$ cat src/rtl/core/assert_macros.svh
// Assertion macros shared by the phase-weighted stack RTL.
`ifndef ASSERT_MACROS_SVH
`define ASSERT_MACROS_SVH
`ifndef SYNTH
`define PWS_ASSERT(lbl, aclk, arst_n, prop) \
  lbl: assert property (@(posedge aclk) disable iff (!arst_n) prop) \
    else $error("assertion failed");
`define PWS_NEVER(lbl, aclk, arst_n, cond) \
  lbl: assert property (@(posedge aclk) disable iff (!arst_n) !(cond)) \
    else $error("forbidden condition seen");
`else
`define PWS_ASSERT(lbl, aclk, arst_n, prop)
`define PWS_NEVER(lbl, aclk, arst_n, cond)
`endif
`endif

$ cat src/rtl/core/pws_pkg.sv
// Shared constants for the phase-weighted stack.
`timescale 1ns / 1ps
package pws_pkg;
  localparam int IN_W           = 24;
  localparam int OUT_W          = 32;
  localparam int TC_W           = 9;
  localparam int CP_W           = 3;
  localparam int CFG_IDX_W      = 1;
  localparam int CFG_DATA_W     = 9;
  localparam int Q15_W          = 16;
  localparam int MAX_TRACES_DEF = 256;

  localparam logic [Q15_W-1:0] Q15_ONE  = 16'h8000;
  localparam logic [Q15_W-1:0] Q15_HALF = 16'h4000;
  localparam logic [14:0]      PH_MAX   = 15'h7fff;

  localparam logic [CFG_IDX_W-1:0] REG_TRACE_COUNT = 1'b0;
  localparam logic [CFG_IDX_W-1:0] REG_COH_POWER   = 1'b1;

  localparam logic [TC_W-1:0] TC_RESET = 9'd1;
  localparam logic [CP_W-1:0] CP_RESET = 3'd2;
endpackage

$ cat src/rtl/core/pws_front.sv
// Front end: accepts trace pairs, tags the closing trace and queues them.
`timescale 1ns / 1ps
`include "assert_macros.svh"
module pws_front import pws_pkg::*; #(
  parameter int MAX_TRACES = MAX_TRACES_DEF,
  localparam int CNT_W = $clog2(MAX_TRACES + 1)
) (
  input  logic                    clk,
  input  logic                    rst_n,
  input  logic                    in_push,
  output logic                    in_full,
  input  logic signed [IN_W-1:0]  in_real_sample,
  input  logic signed [IN_W-1:0]  in_quad_sample,
  input  logic [TC_W-1:0]         trace_count,
  output logic                    item_valid,
  input  logic                    item_ready,
  output logic [IN_W-1:0]         item_real,
  output logic [IN_W-1:0]         item_quad,
  output logic                    item_last,
  output logic [CNT_W-1:0]        item_n
);
  localparam int TW  = (CNT_W > TC_W) ? CNT_W : TC_W;
  localparam int E_W = 2*IN_W + 1 + CNT_W;

  logic [E_W-1:0]   q_mem [2];
  logic             wp_r, rp_r;
  logic [1:0]       cnt_r, cnt_nxt;
  logic [CNT_W-1:0] seen_r, seen_nxt;
  logic [CNT_W-1:0] n_cur;
  logic [TW-1:0]    tc_w, max_w, target;
  logic             acc, pop, acc_last;
  logic [E_W-1:0]   head;

  assign tc_w   = TW'(trace_count);
  assign max_w  = TW'(MAX_TRACES);
  assign target = (tc_w == '0) ? TW'(1) : ((tc_w > max_w) ? max_w : tc_w);
  assign n_cur  = seen_r + 1'b1;
  assign acc_last = TW'(n_cur) >= target;

  assign in_full    = cnt_r == 2'd2;
  assign item_valid = cnt_r != 2'd0;
  assign acc        = in_push && !in_full;
  assign pop        = item_valid && item_ready;

  always_comb begin
    seen_nxt = seen_r;
    if (acc) begin
      seen_nxt = acc_last ? '0 : n_cur;
    end
    cnt_nxt = cnt_r;
    case ({acc, pop})
      2'b10:   cnt_nxt = cnt_r + 2'd1;
      2'b01:   cnt_nxt = cnt_r - 2'd1;
      default: cnt_nxt = cnt_r;
    endcase
  end

  always_ff @(posedge clk) begin
    if (!rst_n) begin
      seen_r <= '0;
      cnt_r  <= '0;
      wp_r   <= 1'b0;
      rp_r   <= 1'b0;
    end else begin
      seen_r <= seen_nxt;
      cnt_r  <= cnt_nxt;
      if (acc) begin
        wp_r <= !wp_r;
      end
      if (pop) begin
        rp_r <= !rp_r;
      end
    end
  end

  always_ff @(posedge clk) begin
    if (acc) begin
      q_mem[wp_r] <= {in_real_sample, in_quad_sample, acc_last, n_cur};
    end
  end

  assign head      = q_mem[rp_r];
  assign item_real = head[E_W-1 -: IN_W];
  assign item_quad = head[E_W-IN_W-1 -: IN_W];
  assign item_last = head[CNT_W];
  assign item_n    = head[CNT_W-1:0];

  `PWS_NEVER(a_cnt_range, clk, rst_n, cnt_r > 2'd2)
  `PWS_ASSERT(a_last_clears, clk, rst_n, (acc && acc_last) |=> (seen_r == '0))
  `PWS_NEVER(a_seen_bound, clk, rst_n, 32'(seen_r) >= MAX_TRACES)
endmodule

$ cat config.mk
export PLATFORM = sky130hd
export DESIGN_NAME = pws_front
export DESIGN_NICKNAME = d
export VERILOG_FILES = /design/src/rtl/core/pws_pkg.sv /design/src/rtl/core/pws_front.sv
export VERILOG_INCLUDE_DIRS = /design/src /design/src/rtl/core
export SDC_FILE = /design/constraint.sdc
export NUM_CORES = 1
export LEC_CHECK = 0
export BUFFER_PORTS_ARGS = -buffer_cell sky130_fd_sc_hd__buf_2
export CAP_MARGIN = 20
export CORE_UTILIZATION = 30
export DETAILED_ROUTE_END_ITERATION = 12
export GPL_TIMING_DRIVEN = 0
export PLACE_DENSITY_LB_ADDON = 0.15
export SLEW_MARGIN = 0
export SYNTH_ARGS = -nofsm -noshare
export SYNTH_HDL_FRONTEND = slang
export SYNTH_SLANG_ARGS = --single-unit
$ cat constraint.sdc
create_clock -name clk -period 4.62 [get_ports clk]
set_input_delay 0.231 -clock clk [delete_from_list [all_inputs] [get_ports clk]]
set_output_delay 0.231 -clock clk [all_outputs]
set_load 0.03 [all_outputs]
* Word level (Yosys, flattened, before mapping) *
Memories as Yosys holds them, arrays and structs flattened. A register that Yosys moved wholly into a read port is not among the register bits.
Cells that the tools add are included.

word-level totals
  flip-flop bits (word level) = 13
  memory bits (writable) = 116
  input bits = 61
  output and inout port bits = 60
  word-level logic and storage cells = 29
  memories kept = 1

operators by class
  $add $sub $neg = 3
  magnitude comparators = 2
  equal/unequal tests = 3
  muxes and demuxes = 8
  reductions and logical operators = 8

memories
  memory  depth  bits a word  rd ports  clocked after Yosys merged registers in  write ports  line             text
  q_mem   2      58           1         1                                        1            pws_front.sv:25  logic [E_W-1:0] q_mem [2];

operators by type and width
  operator             count
  $mux 9               3
  $add 9x1->9 const B  1
  $ge 9x9->1           1
  $gt 9x9->1 const B   1
  $logic_not 9->1      1
  $eq 2x2->1 const B   2
  $mux 1               4
  $pmux 2 s2           1
  $reduce_bool 2->1    2
  $logic_not 1->1      3
  $add 2x1->2 const B  1
  $eq 2x1->1 const B   1
  $logic_and 1x1->1    2
  $sub 2x1->2 const B  1

* Logic depth before layout (Yosys ltp) *
Gate-level depths: netlist of the first run.

  depth in word-level cells = 5
  gate-level depth with buffers = 11

* Worst setup path after synthesis of the first run *
Ideal clock, no wire load.

  path type = reg2reg
  start point = reg cnt_r[0]
  end point = mem q_mem[1][0] (netlist name), enable pin
  setup time = 0.474 ns
  arrival time = 3.437 ns
  setup slack = 0.709 ns
  cell stages (with the launch flop) = 6
  path buffers = 1
  cells stage by stage = dfxtp_1 > nand2b_1 > and2_1 > inv_1 > clkbuf_1 > nor2_1

on the way
  longest elaborated chain between the ends = 5

ends and longest elaborated chain
  element                       line             text
  start: declaration            pws_front.sv:27  logic [1:0] cnt_r, cnt_nxt;
  start signal: assignment      pws_front.sv:66  cnt_r <= cnt_nxt;
  $eq 2x2->1                    pws_front.sv:40  assign in_full = cnt_r == 2'd2;
  $logic_not 1->1               pws_front.sv:42  assign acc = in_push && !in_full;
  $logic_and 1x1->1             pws_front.sv:42
  $mux 1                        pws_front.sv:77  if (acc) begin
  $mux 1 (not written as such)  pws_front.sv:78  q_mem[wp_r] <= {in_real_sample, in_quad_sample, acc_last, n_cur};
  end: declaration              pws_front.sv:25

Every way passes these cells.

* Final worst setup path of the first run *
  start point = reg seen_r[0]
  end point = reg seen_r[4]

on the way
  longest elaborated chain between the ends = 3

ends and longest elaborated chain
  element                   line             text
  start: declaration        pws_front.sv:28  logic [CNT_W-1:0] seen_r, seen_nxt;
  start signal: assignment  pws_front.sv:65  seen_r <= seen_nxt;
  $add 9x1->9               pws_front.sv:37  assign n_cur = seen_r + 1'b1;
  via n_cur[8]              pws_front.sv:29  logic [CNT_W-1:0] n_cur;
  $ge 9x9->1                pws_front.sv:38  assign acc_last = TW'(n_cur) >= target;
  via acc_last              pws_front.sv:31  logic acc, pop, acc_last;
  $mux 9                    pws_front.sv:48  seen_nxt = acc_last ? '0 : n_cur;

The timed path passes the listed nets, and every way through them passes these cells.
A chain may end at the register's enable or synchronous reset.

==> results of run 1 <==
==> power by group through the flow <==
| stage | combinational (mW) | sequential (mW) | clock (mW) |
|---|---|---|---|
| final | 1.21 | 1.52 | 1.51 |
| after global routing | 1.30 | 1.53 | 1.60 |
| after CTS | 1.24 | 1.52 | 1.54 |
| after detailed placement | 1.20 | 1.54 | 0 |
| after global placement | 1.16 | 1.56 | 0 |
| after floorplan | 0.844 | 1.54 | 0 |
==> cells by family (layout without fill, tap and decap cells) <==
group                      after synthesis  in the layout  share of synthesized area
AOI/OAI and AO/OA                       22             22                     0.0289
xor gates and xnor gates                10             10                     0.0170
adders and majority gates               11             11                     0.0267
buffers and inverters                   15            217                     0.0109
DFF                                    130            130                      0.731
muxes                                   58             58                      0.127
and+or+nand+nor                         60             60                     0.0581
==> area by class of cell <==
class	count	share of cell area
Sequential cell	130	0.519
Multi-Input combinational cell	161	0.185
Timing Repair Buffer	170	0.158
Inverter	7	0.00363
Tap cell	220	0.0380
Buffer	8	0.00414
Clock inverter	14	0.0325
Clock buffer	18	0.0592
==> metal layers <==
layer / wire length [um] / up-vias / GRT usage
li1: - / 1543 / -
met1: 4870 / 1544 / 0.158
met2: 5080 / 84 / 0.199
met3: 583 / 11 / 0.0456
met4: 107 / 0 / 0.0460
met5: 0 / - / 0
==> worst paths after layout <==
check	startpoint	to	slack (ps)	cells past startpoint
min reg2reg	seen_r[8]	seen_r[8]	490	2
max	seen_r[0]	seen_r[4]	1020	11
max reg2reg	seen_r[0]	seen_r[4]	1020	11
min	in_quad_sample[16]	q_mem[0][26]	30	1
==> cells in the mapped netlist (4+ instances only) <==
cell type and instances:
a21boi_0 4, a21oi_1 5, buf_1 5, dfxtp_1 14, edfxtp_1 116, ha_1 11, inv_1 5, mux2_2 58
nand2_1 22, nand3_1 9, nor2_1 7, o21ai_0 6, xnor2_1 6, xor2_1 4
==> stage by stage <==
stage | std cells | hold slack (ps) | setup WS, ps | setup TNS, ps
after floorplan | 306 | 330 | 709 | 0
final | 728 | 25.0 | 1020 | 0
after detailed placement | 649 | 422 | 1010 | 0
after global placement | 645 | 420 | -1420 | -148680
after CTS | 721 | 0.783 | 990 | 0
after global routing | 728 | 0.846 | 772 | 0
==> flip-flops by register name (all words and copies together), names as in the netlist, named ones only <==
register  cells
seen_r        9
wp_r          1
q_mem       116
cnt_r         2
rp_r          1
==> what timing repair did <==
action / 4_1_cts / 5_1_grt
hold endpoints to repair: 79 / 14
hold buffers: 40 / 7
buffers inserted: 0 / 0
setup endpoints to repair: 0 / 0
gates resized for setup: 0 / 0
==> critical path: cells and delay by family (launching register included) <==
kind / cells / cell delay (ps)
compound gates: 2 / 660
fa+ha+maj: 2 / 600
flops: 1 / 430
buf+inv: 1 / 130
simple gates: 5 / 1310
xor+xnor: 1 / 400
==> metrics.txt, run 1 <==
# TYPE chip_impl_metric gauge
chip_impl_info{name="worstSetupStartpointType",value="flip-flop"} 1
chip_impl_metric{name="path_max_fanout",unit=""} 10
chip_impl_metric{name="layout.area.seq",unit="mm^2"} 0.00376
chip_impl_metric{name="max_freq",unit="MHz"} 278
chip_impl_metric{name="post_synth_num_cell_types",unit=""} 34
chip_impl_metric{name="report.final.slew_viol_count",unit=""} 0
chip_impl_metric{name="timing.max_slew.rel_slack",unit=""} 0.501
chip_impl_metric{name="timing.critical_path.slowest_cell_delay",unit="ps"} 480
chip_impl_metric{name="drive_above_1_share",unit=""} 0.427
chip_impl_metric{name="switching_power",unit="mW"} 1.31
chip_impl_metric{name="period_minus_slack",unit="ps"} 3600
chip_impl_info{name="clk_root_buffer_cell",value="clkbuf_16"} 1
chip_impl_metric{name="grt_first_pass_wirelength",unit="um"} 16600
chip_impl_metric{name="initial_antenna_violation_count",unit=""} 0
chip_impl_metric{name="clock_power_share",unit=""} 0.356
chip_impl_info{name="critical_path.most_common_cell",value="ha_1"} 1
chip_impl_metric{name="via_count",unit=""} 3182
chip_impl_metric{name="netlist.area_leader.share",unit=""} 0.677
chip_impl_metric{name="drtPass1Iterations",unit=""} 4
chip_impl_metric{name="final_net_count",unit=""} 567
chip_impl_metric{name="internal_power",unit="mW"} 2.93
chip_impl_metric{name="via_count_of_the_first_global_routing_pass",unit=""} 3248
chip_impl_metric{name="finalInstanceArea",unit="mm^2"} 0.00725
chip_impl_metric{name="place.gp.congestion",unit=""} 0.781
chip_impl_metric{name="dieArea",unit="mm^2"} 0.0177
chip_impl_info{name="dominantRegCellSynth",value="edfxtp_1"} 1
chip_impl_metric{name="areaGrowthSynthToFinish",unit="%"} 40.8
chip_impl_metric{name="post_synth_instance_area",unit="mm^2"} 0.00515
chip_impl_metric{name="clk_latency",unit="ps"} 410
chip_impl_metric{name="number_of_port_buffers",unit=""} 119
chip_impl_metric{name="cts.reportedPaths.clkPinSlew",unit="ps"} 60
chip_impl_info{name="run_status",value="complete, no violations"} 1
chip_impl_metric{name="seq_power_share",unit=""} 0.358
chip_impl_info{name="cts_tree",value="done"} 1
chip_impl_metric{name="detailed_route_drc_error_count",unit=""} 0
chip_impl_metric{name="cellPowerDensity",unit="mW/mm^2"} 584
chip_impl_info{name="slowest_stage",value="a211oi_4"} 1
chip_impl_metric{name="async_flop_share",unit=""} 0
chip_impl_metric{name="max-vdd-ir-drop",unit="V"} 0.000266
chip_impl_metric{name="timing.max_cap.violations",unit=""} 0
chip_impl_info{name="type_of_the_worst_setup_path",value="flip-flop to flip-flop"} 1
chip_impl_metric{name="count_of_flip_flops_with_a_built_in_enable_after_synthesis",unit=""} 116
chip_impl_metric{name="grt-ovfl-total",unit=""} 0
chip_impl_metric{name="drt_first_iter_violations",unit=""} 124
chip_impl_metric{name="tritoncts.num_buffers",unit=""} 17
chip_impl_metric{name="multi_input_combinational_cell_area",unit="mm^2"} 0.00134
chip_impl_metric{name="worstPathRequired",unit="ps"} 4960
chip_impl_info{name="worstSetupEndpointType",value="flip-flop"} 1
chip_impl_metric{name="routedWlPerCell",unit="um"} 14.6
chip_impl_metric{name="clock_path_buffers",unit=""} 2
chip_impl_metric{name="p_sw_frac",unit=""} 0.309
chip_impl_metric{name="floorplan.core_area",unit="mm^2"} 0.0166
chip_impl_metric{name="part_of_the_cycle_the_worst_path_needs",unit=""} 0.779
chip_impl_metric{name="start_util",unit=""} 0.309
chip_impl_metric{name="postLayoutCoreUtil",unit=""} 0.435
chip_impl_info{name="final_common_cell",value="buf_2"} 1
chip_impl_metric{name="synthesis.instances",unit=""} 306
chip_impl_metric{name="antennaDiodeCount",unit=""} 0
chip_impl_info{name="timing.hold.worst.class",value="input port to flip-flop"} 1
chip_impl_metric{name="dpl-instance-area",unit="mm^2"} 0.00611
chip_impl_metric{name="synth_area_per_cell",unit="um^2"} 16.8
chip_impl_metric{name="postRouteAntennaNets",unit=""} 0
chip_impl_info{name="synth.largest_area_cell",value="edfxtp_1"} 1
chip_impl_metric{name="yosys_warns",unit=""} 0
chip_impl_metric{name="viasPerCell",unit=""} 4.37
chip_impl_metric{name="global_route.usage.total",unit=""} 0.126
chip_impl_metric{name="cellLeakagePower",unit="nW"} 2.75
chip_impl_metric{name="power.share.combinational",unit=""} 0.286
chip_impl_info{name="rsz0062_at_grt",value="no"} 1
chip_impl_metric{name="proportion_of_synthesized_chip_area_in_sequential_cells",unit=""} 0.731
chip_impl_metric{name="setup_viol_count_final",unit=""} 0
chip_impl_info{name="cp_cell_sequence",value="ha_1 -> nand3_1 -> nor3_1 -> xor2_1 -> ha_1 -> and4_1 -> and2_4 -> a211oi_4 -> inv_2 -> or4_1 -> a31oi_1"} 1
chip_impl_info{name="synth.area.top_cells",value="edfxtp_1 68%, mux2_2 13%, dfxtp_1 5.4%"} 1
chip_impl_metric{name="hold_viol_final",unit=""} 0
chip_impl_metric{name="postSynthRegisterBits",unit=""} 130
chip_impl_metric{name="detailedPlacementHpwl",unit="um"} 7130
chip_impl_metric{name="io_pins",unit=""} 121
chip_impl_metric{name="worst_slew_pin_slew",unit="ps"} 749
chip_impl_metric{name="cts_num_sinks",unit=""} 130
chip_impl_metric{name="die_y",unit="um"} 133
chip_impl_info{name="mostFrequentLayoutCells",value="119 x buf_2, 116 x edfxtp_1, 58 x mux2_2, 47 x dlygate4sd3_1, 22 x nand2_1"} 1
chip_impl_metric{name="grt_start_max_net_pins",unit=""} 23
chip_impl_metric{name="arrival",unit="ps"} 3940
chip_impl_metric{name="rows",unit=""} 47
chip_impl_metric{name="route.final.wire_length",unit="um"} 10600
chip_impl_metric{name="clock_skew",unit="ps"} 10.3
chip_impl_metric{name="cts_max_level",unit=""} 4
chip_impl_metric{name="synth_fp_nets",unit=""} 378
chip_impl_metric{name="chipWidth",unit="um"} 133
chip_impl_metric{name="layout.filler_cells",unit=""} 1555
chip_impl_metric{name="p_total",unit="mW"} 4.23
Note: power is estimated with default switching activity, not from simulation.
==> run 2: changes to the inputs <==
==> constraint.sdc (replaced) <==
create_clock -name clk -period 3.5 [get_ports clk]
set_input_delay 0.175 -clock clk [delete_from_list [all_inputs] [get_ports clk]]
set_output_delay 0.175 -clock clk [all_outputs]
set_load 0.03 [all_outputs]
==> run 2 against run 1 <==
Compared with the run above:
- largest power group unchanged
- clock-buffer cell count grew 3
- register-to-register slack worse by 810 ps
- clock power barely moved
- non-clock buffer count increased by 5
- core utilization down 0.62 points
- hold slack better by 160 ps
- largest cell class unchanged
- combinational power up 33%
- total power is 22% higher
- sequential share of layout area grew 0.76 points
- first-iteration DRC count did not move
==> metrics.txt, run 2 (synthesis gave the netlist of run 1 again) <==
# TYPE chip_impl_metric gauge
chip_impl_metric{name="rows",unit=""} 47
chip_impl_metric{name="antennaDiodeCount",unit=""} 0
chip_impl_metric{name="worst_slew_pin_slew",unit="ps"} 824
chip_impl_info{name="worstSetupEndpointType",value="flip-flop"} 1
chip_impl_info{name="final_common_cell",value="buf_2"} 1
chip_impl_info{name="path_delay_family",value="simple AND/OR/NAND/NOR gates"} 1
chip_impl_metric{name="layout.filler_cells",unit=""} 1562
chip_impl_metric{name="drt_first_iter_violations",unit=""} 124
chip_impl_metric{name="routedWlPerCell",unit="um"} 14.7
chip_impl_info{name="r2r-end",value="seen_r[4]"} 1
chip_impl_metric{name="layout_setup_ws",unit="ps"} 213
chip_impl_metric{name="clock_skew",unit="ps"} 7.36
chip_impl_metric{name="chipWidth",unit="um"} 133
chip_impl_info{name="top_regs",value="q_mem (116), seen_r (9), cnt_r (2)"} 1
chip_impl_metric{name="max_freq",unit="MHz"} 304
chip_impl_metric{name="timing.critical_path.slowest_cell_delay",unit="ps"} 400
chip_impl_metric{name="postRouteAntennaNets",unit=""} 0
chip_impl_metric{name="grt-ovfl-total",unit=""} 0
chip_impl_metric{name="finalInstanceArea",unit="mm^2"} 0.00714
chip_impl_metric{name="timing.max_cap.violations",unit=""} 0
chip_impl_info{name="cts_tree",value="done"} 1
chip_impl_info{name="worstSetupStartpointType",value="flip-flop"} 1
chip_impl_metric{name="tritoncts.num_buffers",unit=""} 17
chip_impl_info{name="regMostFlops",value="q_mem"} 1
chip_impl_info{name="worst_r2r_startpoint",value="seen_r[0]"} 1
chip_impl_metric{name="route.final.wire_length",unit="um"} 10800
chip_impl_metric{name="ff2ff_path_depth",unit=""} 11
chip_impl_metric{name="postLayoutCoreUtil",unit=""} 0.429
chip_impl_info{name="run_status",value="complete, no violations"} 1
chip_impl_metric{name="cts.reportedPaths.clkPinSlew",unit="ps"} 50
chip_impl_info{name="slowest_stage",value="dfxtp_1"} 1
chip_impl_metric{name="cellPowerDensity",unit="mW/mm^2"} 721
chip_impl_metric{name="areaGrowthSynthToFinish",unit="%"} 38.8
chip_impl_metric{name="cts_max_level",unit=""} 4
chip_impl_metric{name="final_net_count",unit=""} 572
chip_impl_metric{name="die_y",unit="um"} 133
chip_impl_metric{name="io_pins",unit=""} 121
chip_impl_info{name="type_of_the_worst_setup_path",value="flip-flop to flip-flop"} 1
chip_impl_metric{name="dp_worst_setup_slack",unit="ps"} -38.2
chip_impl_metric{name="largest_register_ffs",unit=""} 116
chip_impl_info{name="cp_cell_sequence",value="ha_1 -> nand3_1 -> nor2_1 -> xor2_1 -> ha_1 -> and4_1 -> nor3b_1 -> a211oi_4 -> inv_2 -> or4_1 -> a31oi_1"} 1
chip_impl_metric{name="drtPass1Iterations",unit=""} 5
chip_impl_metric{name="cp_num_buf_inv",unit=""} 1
chip_impl_info{name="rsz0062_at_grt",value="no"} 1
chip_impl_metric{name="drive_above_1_share",unit=""} 0.417
chip_impl_metric{name="rrSetupSlack",unit="ps"} 210
chip_impl_info{name="capture_endpoint_of_the_worst_hold_path",value="wp_r"} 1
chip_impl_metric{name="holdPathStages",unit=""} 2
chip_impl_info{name="clk_root_buffer_cell",value="clkbuf_16"} 1
chip_impl_metric{name="grt_start_max_net_pins",unit=""} 31
chip_impl_metric{name="dieArea",unit="mm^2"} 0.0177
chip_impl_metric{name="detailedPlacementHpwl",unit="um"} 6980
chip_impl_metric{name="grt_first_pass_wirelength",unit="um"} 17100
chip_impl_metric{name="setup_viol_count_final",unit=""} 0
chip_impl_metric{name="part_of_the_cycle_the_worst_path_needs",unit=""} 0.939
chip_impl_metric{name="start_util",unit=""} 0.309
chip_impl_metric{name="place.gp.congestion",unit=""} 0.747
chip_impl_info{name="critical_path.most_common_cell",value="ha_1"} 1
chip_impl_info{name="timing.hold.worst.class",value="input port to flip-flop"} 1
chip_impl_metric{name="viasPerCell",unit=""} 4.42
chip_impl_metric{name="number_of_port_buffers",unit=""} 119
chip_impl_metric{name="dpl-instance-area",unit="mm^2"} 0.00612
chip_impl_metric{name="worstPathRequired",unit="ps"} 3830
chip_impl_metric{name="report.final.slew_viol_count",unit=""} 0
chip_impl_metric{name="global_route.usage.total",unit=""} 0.129
chip_impl_metric{name="timing.max_slew.rel_slack",unit=""} 0.451
chip_impl_metric{name="clk_latency",unit="ps"} 410
chip_impl_metric{name="p_total",unit="mW"} 5.15
chip_impl_metric{name="via_count",unit=""} 3230
chip_impl_info{name="worst_hold_startpoint",value="rst_n"} 1
chip_impl_info{name="mostFrequentLayoutCells",value="119 x buf_2, 116 x edfxtp_1, 58 x mux2_2, 48 x dlygate4sd3_1, 22 x nand2_1"} 1
chip_impl_metric{name="path_max_fanout",unit=""} 6
chip_impl_metric{name="max-vdd-ir-drop",unit="V"} 0.000379
chip_impl_metric{name="via_count_of_the_first_global_routing_pass",unit=""} 3333
chip_impl_metric{name="hold_viol_final",unit=""} 0
chip_impl_metric{name="cts_num_sinks",unit=""} 130
chip_impl_metric{name="detailed_route_drc_error_count",unit=""} 0
chip_impl_metric{name="floorplan.core_area",unit="mm^2"} 0.0166
chip_impl_metric{name="arrival",unit="ps"} 3610
chip_impl_metric{name="period_minus_slack",unit="ps"} 3290
chip_impl_metric{name="clock_path_buffers",unit=""} 2
chip_impl_metric{name="cellLeakagePower",unit="nW"} 2.70
chip_impl_metric{name="initial_antenna_violation_count",unit=""} 0
[run 2: cell types whose count changed in the layout (fill, tap and decap cells not counted), moves of 2 or more]
cell / previous run / this run
bufinv_16: 6 / 1
buf_4: 0 / 4
clkinvlp_4: 2 / 0
clkbuf_1: 4 / 7
clkinv_1: 2 / 6
[run 2: per-layer routing]
| metal | GRT usage | part of all wire | up-vias |
|---|---|---|---|
| li1 | - | - | 1558 |
| met1 | 0.163 | 0.47 | 1566 |
| met2 | 0.204 | 0.47 | 92 |
| met3 | 0.0352 | 0.053 | 14 |
| met4 | 0.0594 | 0.016 | 0 |
| met5 | 0 | 0 | - |
[run 2: worst max path at each step]
stage / startpoint / endpoint / depth (start not counted)
5_1_grt: seen_r[0] / seen_r[4] / 11
2_1_floorplan: cnt_r[0] / q_mem[1][0] / 5
6_report: seen_r[0] / seen_r[4] / 11
3_3_place_gp: cnt_r[0] / q_mem[1][56] / 5
4_1_cts: seen_r[0] / seen_r[4] / 11
3_5_place_dp: seen_r[0] / seen_r[5] / 11
[run 2: report_power, final]
part | total [mW] | internal (mW) | leakage, nW | switching, mW
Combinational | 1.61 | 0.594 | 1.25 | 1.02
Clock | 1.53 | 0.951 | 0.248 | 0.583
Sequential | 2.00 | 1.94 | 1.21 | 0.0589
Total | 5.15 | 3.49 | 2.70 | 1.66
[run 2: layout make-up]
cell class / instances / area [um^2] / area share
multi-input cells: 161 / 1350 / 0.188
inverters: 7 / 26.3 / 0.00368
repair buffers: 175 / 1190 / 0.167
clock buffers: 21 / 440 / 0.0617
well taps: 220 / 275 / 0.0385
plain buffers: 8 / 30.0 / 0.00420
clock inverters: 9 / 67.6 / 0.00946
flip-flops and latches: 130 / 3760 / 0.527
[run 2: repair_timing]
item                       CTS  global route
buffers inserted             1             3
gates cloned                 0             0
resized for setup            0             1
hold endpoints to repair    96             0
hold buffers                48             0
setup endpoints to repair    3             3
pin swaps                    1             1
[run 2: stage by stage]
stage,setup TNS [ps],hold WS (ps),cells
6_report,0,185,731
2_1_floorplan,0,274,306
5_1_grt,0,217,731
3_3_place_gp,-76350,364,645
3_5_place_dp,-81.0,366,649
4_1_cts,0,169,728
==> run 3: changes to the inputs <==
==> constraint.sdc (replaced) <==
create_clock -name clk -period 2.7 [get_ports clk]
set_input_delay 0.135 -clock clk [delete_from_list [all_inputs] [get_ports clk]]
set_output_delay 0.135 -clock clk [all_outputs]
set_load 0.03 [all_outputs]
==> run 3 against run 2 <==
Compared with the run above:
- register-to-register slack worse by 190 ps
- die area unchanged
- cell count up 1.4%
- clock power up 49%
- critical path type unchanged
- first-iteration DRC count down 8.1%
- global-route usage down 0.12 points
- fmax up 23%
- cell area up 4.1%
- sequential power up 31%
- sequential cell count unchanged
- core utilization up 1.8 points
- combinational power up 30%
==> metrics.txt, run 3 (synthesis gave the netlist of run 1 again) <==
# TYPE chip_impl_metric gauge
chip_impl_metric{name="drive_above_1_share",unit=""} 0.486
chip_impl_metric{name="viasPerCell",unit=""} 4.37
chip_impl_metric{name="place.gp.congestion",unit=""} 0.768
chip_impl_metric{name="number_of_port_buffers",unit=""} 119
chip_impl_metric{name="p_sw_frac",unit=""} 0.321
chip_impl_metric{name="timing.hold.ws",unit="ps"} 99.8
chip_impl_info{name="capture_endpoint_of_the_worst_hold_path",value="wp_r"} 1
chip_impl_metric{name="start_util",unit=""} 0.309
chip_impl_metric{name="chipWidth",unit="um"} 133
chip_impl_metric{name="arrival",unit="ps"} 3020
chip_impl_info{name="worst_hold_startpoint",value="rst_n"} 1
chip_impl_metric{name="switching_power",unit="mW"} 2.24
chip_impl_metric{name="largest_register_ffs",unit=""} 116
chip_impl_metric{name="postRouteAntennaNets",unit=""} 0
chip_impl_info{name="mostFrequentLayoutCells",value="119 x buf_2, 116 x edfxtp_1, 58 x mux2_2, 48 x dlygate4sd3_1, 21 x nand2_1"} 1
chip_impl_metric{name="routedWlPerCell",unit="um"} 14.5
chip_impl_metric{name="antennaDiodeCount",unit=""} 0
chip_impl_metric{name="rrSetupSlack",unit="ps"} 20
chip_impl_metric{name="tritoncts.num_buffers",unit=""} 17
chip_impl_metric{name="rows",unit=""} 47
chip_impl_metric{name="hold_viol_final",unit=""} 0
chip_impl_metric{name="period_minus_slack",unit="ps"} 2680
chip_impl_metric{name="clock_path_buffers",unit=""} 2
chip_impl_metric{name="io_pins",unit=""} 121
chip_impl_metric{name="dp_worst_setup_slack",unit="ps"} -498
chip_impl_metric{name="clk_latency",unit="ps"} 410
chip_impl_metric{name="cts_max_level",unit=""} 4
chip_impl_metric{name="detailedPlacementHpwl",unit="um"} 7130
chip_impl_metric{name="holdPathStages",unit=""} 2
chip_impl_metric{name="floorplan.core_area",unit="mm^2"} 0.0166
chip_impl_info{name="top_regs",value="q_mem (116), seen_r (9), cnt_r (2)"} 1
chip_impl_metric{name="cts.reportedPaths.clkPinSlew",unit="ps"} 60
chip_impl_metric{name="die_y",unit="um"} 133
chip_impl_metric{name="layout_setup_ws",unit="ps"} 18.8
chip_impl_metric{name="max_freq",unit="MHz"} 373
chip_impl_metric{name="via_count_of_the_first_global_routing_pass",unit=""} 3269
chip_impl_metric{name="part_of_the_cycle_the_worst_path_needs",unit=""} 0.993
chip_impl_metric{name="cellPowerDensity",unit="mW/mm^2"} 941
chip_impl_info{name="type_of_the_worst_setup_path",value="flip-flop to flip-flop"} 1
chip_impl_metric{name="clock_power_share",unit=""} 0.326
chip_impl_metric{name="final_net_count",unit=""} 580
chip_impl_metric{name="cts_num_sinks",unit=""} 130
chip_impl_info{name="rsz0062_at_grt",value="yes"} 1
chip_impl_metric{name="drtPass1Iterations",unit=""} 4
chip_impl_info{name="timing.hold.worst.class",value="input port to flip-flop"} 1
chip_impl_metric{name="max-vdd-ir-drop",unit="V"} 0.000532
chip_impl_metric{name="grt_start_max_net_pins",unit=""} 24
chip_impl_metric{name="dieArea",unit="mm^2"} 0.0177
chip_impl_metric{name="worst_slew_pin_slew",unit="ps"} 644
chip_impl_metric{name="seq_power_share",unit=""} 0.376
chip_impl_info{name="worst_r2r_startpoint",value="seen_r[0]"} 1
chip_impl_metric{name="post_route_setup_tns",unit="ps"} 0
chip_impl_info{name="run_status",value="complete, no violations"} 1
chip_impl_info{name="regMostFlops",value="q_mem"} 1
chip_impl_info{name="r2r-end",value="seen_r[5]"} 1
chip_impl_metric{name="p_total",unit="mW"} 7.00
chip_impl_metric{name="internal_power",unit="mW"} 4.75
chip_impl_metric{name="timing.max_cap.violations",unit=""} 0
chip_impl_metric{name="via_count",unit=""} 3241
chip_impl_metric{name="report.final.slew_viol_count",unit=""} 0
chip_impl_metric{name="drt_first_iter_violations",unit=""} 114
chip_impl_metric{name="worstPathRequired",unit="ps"} 3040
chip_impl_info{name="worstSetupStartpointType",value="flip-flop"} 1
chip_impl_metric{name="ff2ff_path_depth",unit=""} 11
chip_impl_metric{name="timing.max_slew.rel_slack",unit=""} 0.571
chip_impl_metric{name="cellLeakagePower",unit="nW"} 2.85
chip_impl_metric{name="path_max_fanout",unit=""} 5
chip_impl_metric{name="clock_skew",unit="ps"} 9.97
chip_impl_metric{name="route.final.wire_length",unit="um"} 10800
chip_impl_metric{name="power.share.combinational",unit=""} 0.298
chip_impl_metric{name="global_route.usage.total",unit=""} 0.127
chip_impl_info{name="cts_tree",value="done"} 1
chip_impl_metric{name="setup_viol_count_final",unit=""} 0
chip_impl_metric{name="detailed_route_drc_error_count",unit=""} 0
chip_impl_info{name="worstSetupEndpointType",value="flip-flop"} 1
chip_impl_metric{name="initial_antenna_violation_count",unit=""} 0
chip_impl_metric{name="grt-ovfl-total",unit=""} 0
chip_impl_info{name="clk_root_buffer_cell",value="clkbuf_16"} 1
chip_impl_info{name="final_common_cell",value="buf_2"} 1
chip_impl_metric{name="grt_first_pass_wirelength",unit="um"} 17100
chip_impl_metric{name="areaGrowthSynthToFinish",unit="%"} 44.5
==> run 3: cell count changes in the layout (fill, tap and decap cells not counted), sizes merged <==
| cell | previous run | this run |
|---|---|---|
| buf | 132 | 140 |
| clkinvlp | 0 | 3 |
| bufinv | 1 | 3 |
| clkinv | 9 | 8 |
| inv | 6 | 7 |
| clkbuf | 24 | 21 |
==> run 3: worst max path at each step <==
stage	startpoint	to	slack (ps)
5_1_grt	seen_r[0]	seen_r[5]	-120
4_1_cts	seen_r[0]	seen_r[5]	10
3_5_place_dp	seen_r[1]	seen_r[3]	-500
2_1_floorplan	seen_r[1]	seen_r[4]	20
6_report	seen_r[0]	seen_r[5]	20
3_3_place_gp	cnt_r[0]	q_mem[1][48]	-500
==> run 3: through the flow <==
step,area [um^2],cells,utilization
2_1_floorplan,5200,306,-
4_1_cts,7360,738,0.443
3_5_place_dp,6150,649,0.370
6_report,7440,741,0.447
3_3_place_gp,6070,645,0.365
5_1_grt,7440,741,0.447
==> run 3: power by group through the flow <==
stage                     sequential (mW)  clock, mW  combinational (mW)
after global routing                 2.66       2.43                2.22
after floorplan                      2.63          0                1.46
after CTS                            2.64       2.34                2.12
final                                2.63       2.28                2.09
after detailed placement             2.65          0                2.07
after global placement               2.64          0                2.00
==> run 3: what timing repair did <==
| action | in CTS | in global routing |
|---|---|---|
| hold buffers | 48 | 0 |
| pin swaps | 11 | 7 |
| gates resized for setup | 14 | 11 |
| hold endpoints to repair | 96 | 0 |
| setup endpoints to repair | 31 | 32 |
| setup buffers | 10 | 4 |
==> run 3: critical path, stage by stage (launching register included) <==
cell	delay, ps
dfxtp_4	380
buf_4	120
nand3_4	100
or2_4	290
xnor2_4	160
ha_1	290
and4_1	190
nor3b_4	160
a211oi_4	280
inv_2	80
or4_4	410
a31oi_1	160
==> run 3: routing by layer <==
| layer | part of all wire | vias to the layer above | GRT usage |
|---|---|---|---|
| met3 | 0.047 | 15 | 0.0318 |
| met5 | 0 | - | 0 |
| li1 | - | 1568 | - |
| met1 | 0.46 | 1574 | 0.160 |
| met4 | 0.018 | 0 | 0.0651 |
| met2 | 0.47 | 84 | 0.203 |
==> run 3: area by class of cell <==
| class | count | area, um^2 |
|---|---|---|
| Buffer | 7 | 26.3 |
| Multi-Input combinational cell | 161 | 1490 |
| Fill cell | 1528 | 9210 |
| Sequential cell | 130 | 3780 |
| Clock inverter | 14 | 164 |
| Inverter | 7 | 26.3 |
| Clock buffer | 18 | 429 |
| Timing Repair Buffer | 184 | 1250 |
| Tap cell | 220 | 275 |
